### src/design/ic_pkg.sv
// Package for the interval coalescer: default widths, mode and register codes.
// No dependencies.
package ic_pkg;

    localparam int CHROM_ID_BITS_DEF = 16;
    localparam int COORD_BITS_DEF    = 31;
    localparam int VALUE_BITS        = 32;
    localparam int ADDR_BITS         = 3;
    localparam int DATA_BITS         = 32;
    localparam int MODE_BITS         = 2;

    localparam logic [MODE_BITS-1:0] MODE_UNION       = 2'd0;
    localparam logic [MODE_BITS-1:0] MODE_UNIT        = 2'd1;
    localparam logic [MODE_BITS-1:0] MODE_HIGH_PASS   = 2'd2;
    localparam logic [MODE_BITS-1:0] MODE_COMPRESSION = 2'd3;

    // register index, taken from paddr[2]
    localparam logic REG_MODE      = 1'b0;
    localparam logic REG_THRESHOLD = 1'b1;

endpackage

### src/design/interval_coalescer.sv
// Interval coalescer top level: APB registers, held interval, result buffer.
// Depends on ic_pkg.
//
// Takes a sorted stream of intervals and merges them into one held interval
// according to the mode register (union, unit, high-pass, compression); a
// flush item emits the held interval with last set. One item is accepted
// every clock cycle while item_ready is high: each item is compared against
// the held interval (chromosome equality, start versus held finish, a finish
// max) in a single pass, and any result it causes is registered, then shown.
// A result register plus one skid entry keeps items flowing while a result
// waits; item_ready drops only when both are full. No clearing pass runs
// after reset. Registers: mode at byte 0, threshold (signed Q16.16) at byte 4.
module interval_coalescer #(
    parameter int CHROM_ID_BITS = ic_pkg::CHROM_ID_BITS_DEF,
    parameter int COORD_BITS    = ic_pkg::COORD_BITS_DEF
) (
    input  logic                                clk,
    input  logic                                rst_n,
    // configuration
    input  logic                                psel,
    input  logic                                penable,
    input  logic                                pwrite,
    input  logic [ic_pkg::ADDR_BITS-1:0]        paddr,
    input  logic [ic_pkg::DATA_BITS-1:0]        pwdata,
    output logic [ic_pkg::DATA_BITS-1:0]        prdata,
    output logic                                pready,
    // items
    input  logic                                item_valid,
    output logic                                item_ready,
    input  logic                                flush,
    input  logic [CHROM_ID_BITS-1:0]            chrom_id,
    input  logic [COORD_BITS-1:0]               start_pos,
    input  logic [COORD_BITS-1:0]               finish_pos,
    input  logic signed [ic_pkg::VALUE_BITS-1:0] sample_value,
    input  logic                                value_missing,
    // results
    output logic                                result_valid,
    input  logic                                result_ready,
    output logic [CHROM_ID_BITS-1:0]            out_chrom,
    output logic [COORD_BITS-1:0]               out_start,
    output logic [COORD_BITS-1:0]               out_finish,
    output logic signed [ic_pkg::VALUE_BITS-1:0] out_value,
    output logic                                out_missing,
    output logic                                last
);
    import ic_pkg::*;

    typedef struct packed {
        logic [CHROM_ID_BITS-1:0] chrom;
        logic [COORD_BITS-1:0]    start;
        logic [COORD_BITS-1:0]    finish;
        logic [VALUE_BITS-1:0]    value;
        logic                     missing;
        logic                     last;
    } result_t;

    // configuration registers
    logic [MODE_BITS-1:0]         mode_reg;
    logic signed [VALUE_BITS-1:0] threshold_reg;

    // held interval
    logic                         held_valid_reg, held_valid_next;
    logic [CHROM_ID_BITS-1:0]     held_chrom_reg, held_chrom_next;
    logic [COORD_BITS-1:0]        held_start_reg, held_start_next;
    logic [COORD_BITS-1:0]        held_finish_reg, held_finish_next;
    logic [VALUE_BITS-1:0]        held_value_reg, held_value_next;
    logic                         held_missing_reg, held_missing_next;

    // result register and skid entry
    logic                         main_valid_reg, main_valid_next;
    result_t                      main_reg, main_next;
    logic                         skid_valid_reg, skid_valid_next;
    result_t                      skid_reg, skid_next;

    logic    cfg_write;
    logic    accept;
    logic    pop;
    logic    comp;
    logic    drop;
    logic    same_value;
    logic    merge;
    logic    emit;
    result_t emitted;

    assign pready    = 1'b1;
    assign cfg_write = psel && penable && pwrite && pready;
    assign prdata    = (paddr[2] == REG_THRESHOLD) ? DATA_BITS'(threshold_reg)
                                                   : DATA_BITS'(mode_reg);

    always_ff @(posedge clk or negedge rst_n)
    begin
        if (!rst_n)
        begin
            mode_reg      <= MODE_UNION;
            threshold_reg <= '0;
        end
        else if (cfg_write)
        begin
            if (paddr[2] == REG_THRESHOLD)
                threshold_reg <= signed'(pwdata[VALUE_BITS-1:0]);
            else
                mode_reg <= pwdata[MODE_BITS-1:0];
        end
    end

    assign item_ready = !skid_valid_reg;
    assign accept     = item_valid && item_ready;
    assign pop        = main_valid_reg && result_ready;

    assign comp = (mode_reg == MODE_COMPRESSION);
    assign drop = ((mode_reg == MODE_UNIT) && (value_missing || sample_value == '0)) ||
                  ((mode_reg == MODE_HIGH_PASS) &&
                   (value_missing || sample_value <= threshold_reg));
    assign same_value = (value_missing && held_missing_reg) ||
                        (!value_missing && !held_missing_reg &&
                         sample_value == signed'(held_value_reg));
    assign merge = held_valid_reg && (chrom_id == held_chrom_reg) &&
                   (comp ? (start_pos == held_finish_reg && same_value)
                         : (held_finish_reg >= start_pos));
    assign emit  = held_valid_reg && (flush || (!drop && !merge));

    always_comb
    begin
        emitted.chrom   = held_chrom_reg;
        emitted.start   = held_start_reg;
        emitted.finish  = held_finish_reg;
        emitted.value   = (comp && !held_missing_reg) ? held_value_reg : '0;
        emitted.missing = comp && held_missing_reg;
        emitted.last    = flush;
    end

    // held interval update
    always_comb
    begin
        held_valid_next   = held_valid_reg;
        held_chrom_next   = held_chrom_reg;
        held_start_next   = held_start_reg;
        held_finish_next  = held_finish_reg;
        held_value_next   = held_value_reg;
        held_missing_next = held_missing_reg;
        if (accept)
        begin
            if (flush)
                held_valid_next = 1'b0;
            else if (!drop)
            begin
                if (merge)
                begin
                    if (comp || finish_pos > held_finish_reg)
                        held_finish_next = finish_pos;
                end
                else
                begin
                    held_valid_next   = 1'b1;
                    held_chrom_next   = chrom_id;
                    held_start_next   = start_pos;
                    held_finish_next  = finish_pos;
                    held_value_next   = sample_value;
                    held_missing_next = value_missing;
                end
            end
        end
    end

    // result buffer: the skid entry fills only while the result register stalls
    always_comb
    begin
        main_valid_next = main_valid_reg;
        main_next       = main_reg;
        skid_valid_next = skid_valid_reg;
        skid_next       = skid_reg;
        if (skid_valid_reg)
        begin
            if (pop)
            begin
                main_next       = skid_reg;
                skid_valid_next = 1'b0;
            end
        end
        else if (accept && emit)
        begin
            if (!main_valid_reg || pop)
            begin
                main_valid_next = 1'b1;
                main_next       = emitted;
            end
            else
            begin
                skid_valid_next = 1'b1;
                skid_next       = emitted;
            end
        end
        else if (pop)
            main_valid_next = 1'b0;
    end

    always_ff @(posedge clk or negedge rst_n)
    begin
        if (!rst_n)
        begin
            held_valid_reg <= 1'b0;
            main_valid_reg <= 1'b0;
            skid_valid_reg <= 1'b0;
        end
        else
        begin
            held_valid_reg <= held_valid_next;
            main_valid_reg <= main_valid_next;
            skid_valid_reg <= skid_valid_next;
        end
    end

    always_ff @(posedge clk)
    begin
        held_chrom_reg   <= held_chrom_next;
        held_start_reg   <= held_start_next;
        held_finish_reg  <= held_finish_next;
        held_value_reg   <= held_value_next;
        held_missing_reg <= held_missing_next;
        main_reg         <= main_next;
        skid_reg         <= skid_next;
    end

    assign result_valid = main_valid_reg;
    assign out_chrom    = main_reg.chrom;
    assign out_start    = main_reg.start;
    assign out_finish   = main_reg.finish;
    assign out_value    = signed'(main_reg.value);
    assign out_missing  = main_reg.missing;
    assign last         = main_reg.last;

endmodule

### config.mk
export PLATFORM = sky130hd
export DESIGN_NAME = interval_coalescer
export DESIGN_NICKNAME = d
export VERILOG_FILES = /design/src/design/ic_pkg.sv /design/src/design/interval_coalescer.sv
export SDC_FILE = /design/constraint.sdc
export NUM_CORES = 1
export LEC_CHECK = 0
export BUFFER_PORTS_ARGS = -buffer_cell sky130_fd_sc_hd__buf_4
export CAP_MARGIN = 10
export CORE_MARGIN = 10
export CORE_UTILIZATION = 55
export CTS_BUF_LIST = sky130_fd_sc_hd__clkbuf_8 sky130_fd_sc_hd__clkbuf_16
export DETAILED_ROUTE_END_ITERATION = 8
export MAX_ROUTING_LAYER = met4
export PLACE_DENSITY = 0.85
export SYNTH_ARGS = -nofsm -noshare
export SYNTH_HDL_FRONTEND = slang
export SYNTH_SLANG_ARGS = --single-unit
### constraint.sdc
create_clock -name clk -period 12 [get_ports clk]
set_input_delay 0.6 -clock clk [delete_from_list [all_inputs] [get_ports clk]]
set_output_delay 0.6 -clock clk [all_outputs]
set_load 0.01 [all_outputs]
Word level (Yosys, flattened, before mapping):

Cells that the tools add are included.

* order comparisons: 3
* equal/unequal tests: 11
* multiplexer cells: 19
* bitwise logic cells: 6
* reductions and logical operators: 42

Operator list (number)
* 2-to-1 mux 112 bit: 4
* 2-to-1 mux 32 bit: 2
* 2-to-1 mux 31 bit: 2
* equality test 32 bit: 1
* less-or-equal comparator 32 bit: 1
* logical NOT 32 bit: 1
* equality test 31 bit: 1
* >= comparator 31 bit: 1
* > comparator 31 bit: 1
* logical AND 1 bit: 17
* equality test 16 bit: 1
* AND reduction 3 bit: 4
* 2-to-1 mux 1 bit: 11
* AND reduction 4 bit: 2
* logical OR 1 bit: 7
* logical NOT 1 bit: 6
* inequality test 2 x 1 -> 1 bit, second input constant: 3
* inverter 1 bit: 6
* nonzero test 2 bit: 3
* equality test 2 bit, second input constant: 2
* inequality test 2 bit, second input constant: 2
* AND reduction 2 bit: 2
* equality test 2 x 1 -> 1 bit, second input constant: 1

* flip-flop bits (word level): 372
* bits of input ports: 154
* output and inout port bits: 147
* word-level logic and storage cells: 103

Depth between registers and ports, before layout:

* depth after elaboration: 14
* mapped depth: 10
* gate-level depth less buffers: 10

Least setup slack after synthesis:

OpenSTA, ideal clock, no wires.

* path type: input -> register
* start point: input port start_pos[10]
* end point: register main_reg (netlist bit last) (enable)
* setup time: 0.747 ns
* arrival time: 10.307 ns
* data required time: 11.253 ns
* slack: 0.945 ns
* cell stages on the path: 9
* path buffers: 0
* cell sequence: inv_1 -> ha_1 -> and4_4 -> and4_4 -> a2111oi_2 -> a32oi_1 -> o21ai_2 -> nand2_2 -> o31ai_1

* word-level cells in the longest chain between the ends: 11
* elaborated cells between the ends (all ways): 12
* those cells by class: order compare (1); eq/ne (1); mux (1); reduce/logical (9)

RTL lines
* start, declared: line interval_coalescer.sv:32 `input logic [COORD_BITS-1:0] start_pos,`
* parallel branches: the longest is 2 deep, another holds >= comparator 31 bit
* 2-to-1 mux 1 bit *: line interval_coalescer.sv:118 `(comp ? (start_pos == held_finish_reg && same_value)`
* logical AND 1 bit *: line interval_coalescer.sv:117 `assign merge = held_valid_reg && (chrom_id == held_chrom_reg) &&`
* logical NOT 1 bit *: line interval_coalescer.sv:120 `assign emit = held_valid_reg && (flush || (!drop && !merge));`
* logical AND 1 bit *: line interval_coalescer.sv:120
* logical OR 1 bit *: line interval_coalescer.sv:120
* logical AND 1 bit *: line interval_coalescer.sv:120
* logical AND 1 bit *: line interval_coalescer.sv:180 `else if (accept && emit)`
* nonzero test 2 bit (no source line) *
* AND reduction 3 bit (no source line) *
* end signal, assigned: line interval_coalescer.sv:220 `main_reg <= main_next;`
* end, declared: line interval_coalescer.sv:71 `result_t main_reg, main_next;`

Mark *: on every way between the ends.
A chain may end at the register's enable or synchronous reset.

Worst setup path after layout:

* start point: register held_finish_reg[10]
* end point: register main_reg (netlist bit out_value[3]) (enable)

* word-level cells in the longest chain between the ends: 11
* elaborated cells between the ends (all ways): 12
* those cells by class: order compare (1); eq/ne (1); mux (1); reduce/logical (9)

RTL lines
* start, declared: line interval_coalescer.sv:65 `logic [COORD_BITS-1:0] held_finish_reg, held_finish_next;`
* start signal, assigned: line interval_coalescer.sv:217 `held_finish_reg <= held_finish_next;`
* parallel branches: the longest is 2 deep, another holds >= comparator 31 bit
* 2-to-1 mux 1 bit *: line interval_coalescer.sv:118
* logical AND 1 bit *: line interval_coalescer.sv:117
* logical NOT 1 bit *: line interval_coalescer.sv:120
* logical AND 1 bit *: line interval_coalescer.sv:120
* logical OR 1 bit *: line interval_coalescer.sv:120
* logical AND 1 bit *: line interval_coalescer.sv:120
* logical AND 1 bit *: line interval_coalescer.sv:180
* nonzero test 2 bit (no source line) *
* AND reduction 3 bit (no source line) *

Marked as above.

==> impl_metrics.env <==
export IMPL_period_minus_slack_ns=4.71
export IMPL_root_buffer="clkbuf_16"
export IMPL_area_growth_pct=24.0
export IMPL_grt_max_degree=93
export IMPL_post_cts_setup_buffers=0
export IMPL_cts_tree="yes"
export IMPL_max_freq_mhz=212
export IMPL_skew_ns=0.0239
export IMPL_post_route_drc_count=0
export IMPL_ios=301
export IMPL_synth_seq_area_share=0.675
export IMPL_antenna_left=0
export IMPL_synth_top_family_by_area="multiplexers"
export IMPL_ir_worst_vdd_mv=0.113
export IMPL_synth_cell_types=51
export IMPL_ys_warn_count=0
export IMPL_worst_hold_slack_ns=0.0589
export IMPL_hold_buffers=0
export IMPL_clock_latency_ns=0.51
export IMPL_via_per_inst=5.52
export IMPL_path_class="reg2reg"
export IMPL_dpl_hpwl_mm=28.7
export IMPL_setup_viol_count_final=0
export IMPL_firstDrtPassIters=5
export IMPL_cts_resized=0
export IMPL_critPathLaunchType="flip-flop"
export IMPL_rows=62
export IMPL_worstPathMaxFanout=72
export IMPL_synth_fa_ha_area_frac=0.0722
export IMPL_nNetsFinal=1653
export IMPL_drv_cap=0
export IMPL_reg2reg_from="held_finish_reg[10]"
export IMPL_grt_pass1_vias=10800
export IMPL_cp_arrival_ns=4.83
export IMPL_htree_num_levels=2
export IMPL_synth_simple_area_share=0.0721
export IMPL_fin_crit_sh=0.393
export IMPL_pwr_density_cell_nw_per_um2=195
export IMPL_die_h_um=192
export IMPL_status="complete, no violations"
export IMPL_largest_reg_flops=112
export IMPL_rsz0062_at_grt="false"
export IMPL_avgSynthCellArea_um2=15.0
export IMPL_cpPeakStageDelay_ns=1.00
export IMPL_muxShareOfSynthArea=0.0809
export IMPL_ys_flop_type="edfxtp_1"
export IMPL_synth_compound_area_frac=0.0457
export IMPL_wire_per_inst_um=21.7
export IMPL_finalHoldViolations=0
export IMPL_final_layout_size_suffix_gt1_frac=0.340
export IMPL_path_delay_family="compound AO/OA/AOI/OAI gates"
export IMPL_place_congestion=0.890
export IMPL_cp_cell_sequence="ha_1, a21oi_1, o21ai_1, a221o_1, o21ai_0, a32oi_1, o21ai_2, nand2_2, o31ai_4, buf_4"
export IMPL_drt_total_wl_mm=39.5
export IMPL_cpMaxStageDelayCell="o31ai_4"
export IMPL_clockBufferDepth=3
export IMPL_grt_antenna_before_repair=1
export IMPL_critPathBufInv=1
export IMPL_grt_pass1_wl_mm=59.4
export IMPL_p_leak_nw=8.23
export IMPL_required_ns=12.12
export IMPL_numClockSinks=372
export IMPL_drv_slew=0
export IMPL_synth_area_um2=16300
export IMPL_vias=10000
export IMPL_die_area_um2=36900
export IMPL_grt_ovfl_total=0
export IMPL_syn_inst=1084
export IMPL_io_buffers=297
export IMPL_dr_first_iter_drc_count=533
export IMPL_numCtsBuffers=38
export IMPL_grtUsageTotal=0.214
export IMPL_syn_nets=1332
export IMPL_startpoint="held_finish_reg[10]"
export IMPL_die_w_um=192
export IMPL_clk_pin_slew_worst_paths_ns=0.06
export IMPL_synth_seq_cells=372
export IMPL_hold_path_class="in2async"
export IMPL_worstMarginPinSlew_ns=1.15
export IMPL_initial_core_util=0.563
export IMPL_core_area_um2=28900
export IMPL_postSynth_asyncResetShare=0.0995
export IMPL_endpoint_kind="flip-flop"
export IMPL_synth_xor_area_frac=0.0258
export IMPL_synth_edff_count=335
export IMPL_relSlewSlack=0.232
export IMPL_setup_tns_ns=0
## through the flow
| stage | area [um^2] | util | std cells | worst slack (ns) | power (mW) |
|---|---|---|---|---|---|
| 3_3_place_gp | 19000 | 0.657 | 1749 | 7.11 | 2.82 |
| 2_1_floorplan | 16300 | - | 1084 | 0.945 | 2.41 |
| 4_1_cts | 20200 | 0.698 | 1818 | 7.33 | 3.98 |
| 6_report | 20200 | 0.698 | 1819 | 7.29 | 3.94 |
| 3_5_place_dp | 19000 | 0.657 | 1749 | 7.02 | 2.86 |
| 5_1_grt | 20200 | 0.698 | 1819 | 7.06 | 4.12 |
## Yosys cell counts (all sizes together), types with 2 or more instances
master / n / share of area
clkbuf: 24 / 0.0055
edfxtp: 335 / 0.62
nand3b: 2 / 0.00092
nand4: 32 / 0.012
a211oi: 3 / 0.0014
mux2: 117 / 0.081
a221oi: 3 / 0.0016
xnor2: 32 / 0.017
nor2: 11 / 0.0025
and2: 63 / 0.024
ha: 94 / 0.072
and4: 4 / 0.0026
a21o: 16 / 0.0074
inv: 96 / 0.022
buf: 2 / 0.00069
o211ai: 5 / 0.0026
nor2b: 5 / 0.0019
and3: 4 / 0.0015
a21oi: 33 / 0.010
nand2b: 4 / 0.0015
dfrtp: 37 / 0.057
nand3: 11 / 0.0034
nor4: 17 / 0.0069
o31ai: 4 / 0.0018
nand2: 47 / 0.011
a31oi: 3 / 0.0012
xor2: 16 / 0.0086
o21ai: 47 / 0.015
nor3: 3 / 0.00092
## cell type report
class	count	area, um^2
multi-input cells	589	4870
well taps	384	480
flip-flops and latches	372	11000
clock inverters	27	169
diodes	1	2.50
clock buffers	42	1020
repair buffers	307	2300
inverters	97	364
fillers	1858	8740
## where the power goes
part           switching (mW)  internal, mW
registers               0.114          1.75
logic                   0.528         0.433
clock network           0.465         0.650
total                    1.11          2.83
## placed cells by master (no fill, tap or decap), types with 2 or more instances in the layout
| cell type | n |
|---|---|
| nand2b_1 | 4 |
| nand3_1 | 11 |
| ha_1 | 94 |
| and2_1 | 63 |
| o211ai_1 | 4 |
| buf_4 | 307 |
| and4_4 | 3 |
| xor2_1 | 16 |
| nor2_1 | 10 |
| bufinv_16 | 2 |
| a21o_1 | 16 |
| and3_1 | 4 |
| inv_1 | 112 |
| o31ai_1 | 3 |
| nor4_1 | 16 |
| clkinv_1 | 4 |
| xnor2_1 | 32 |
| clkinv_2 | 4 |
| nand4_1 | 32 |
| nand3b_1 | 2 |
| a221oi_1 | 3 |
| nand2_1 | 46 |
| clkbuf_8 | 3 |
| nor3_1 | 3 |
| a21oi_1 | 32 |
| o21ai_0 | 43 |
| a31oi_1 | 3 |
| nor2b_1 | 5 |
| edfxtp_1 | 335 |
| o21ai_1 | 3 |
| clkbuf_16 | 39 |
| a211oi_1 | 3 |
| mux2_2 | 117 |
| dfrtp_1 | 36 |
## final timing paths
kind                                      end  slack [ns]  depth (start not counted)
setup / recovery                 out_value[3]        7.29                         10
hold / removal              threshold_reg[30]        0.06                          1
setup reg to reg                 out_value[3]        7.29                         10
hold reg to reg                  skid_reg[71]        0.43                          0
max in group asynchronous      skid_valid_reg       11.55                          1
min in group clk           held_finish_reg[0]        0.27                          1
## cells by family (layout without fill, tap and decap cells)
family / Yosys count / after routing
mux: 117 / 117
fa+ha+maj: 94 / 94
simple gates: 207 / 207
other cells: 1 / 2
xor+xnor: 48 / 48
compound gates: 122 / 122
flops: 372 / 372
buf+inv: 123 / 473
## metal layers
| metal | GRT usage | routed length (um) |
|---|---|---|
| met1 | 0.249 | 15200 |
| met2 | 0.358 | 19700 |
| met3 | 0.0608 | 3800 |
| met4 | 0.0566 | 822 |
| met5 | - | 0 |
(Power assumes the default switching activity.)
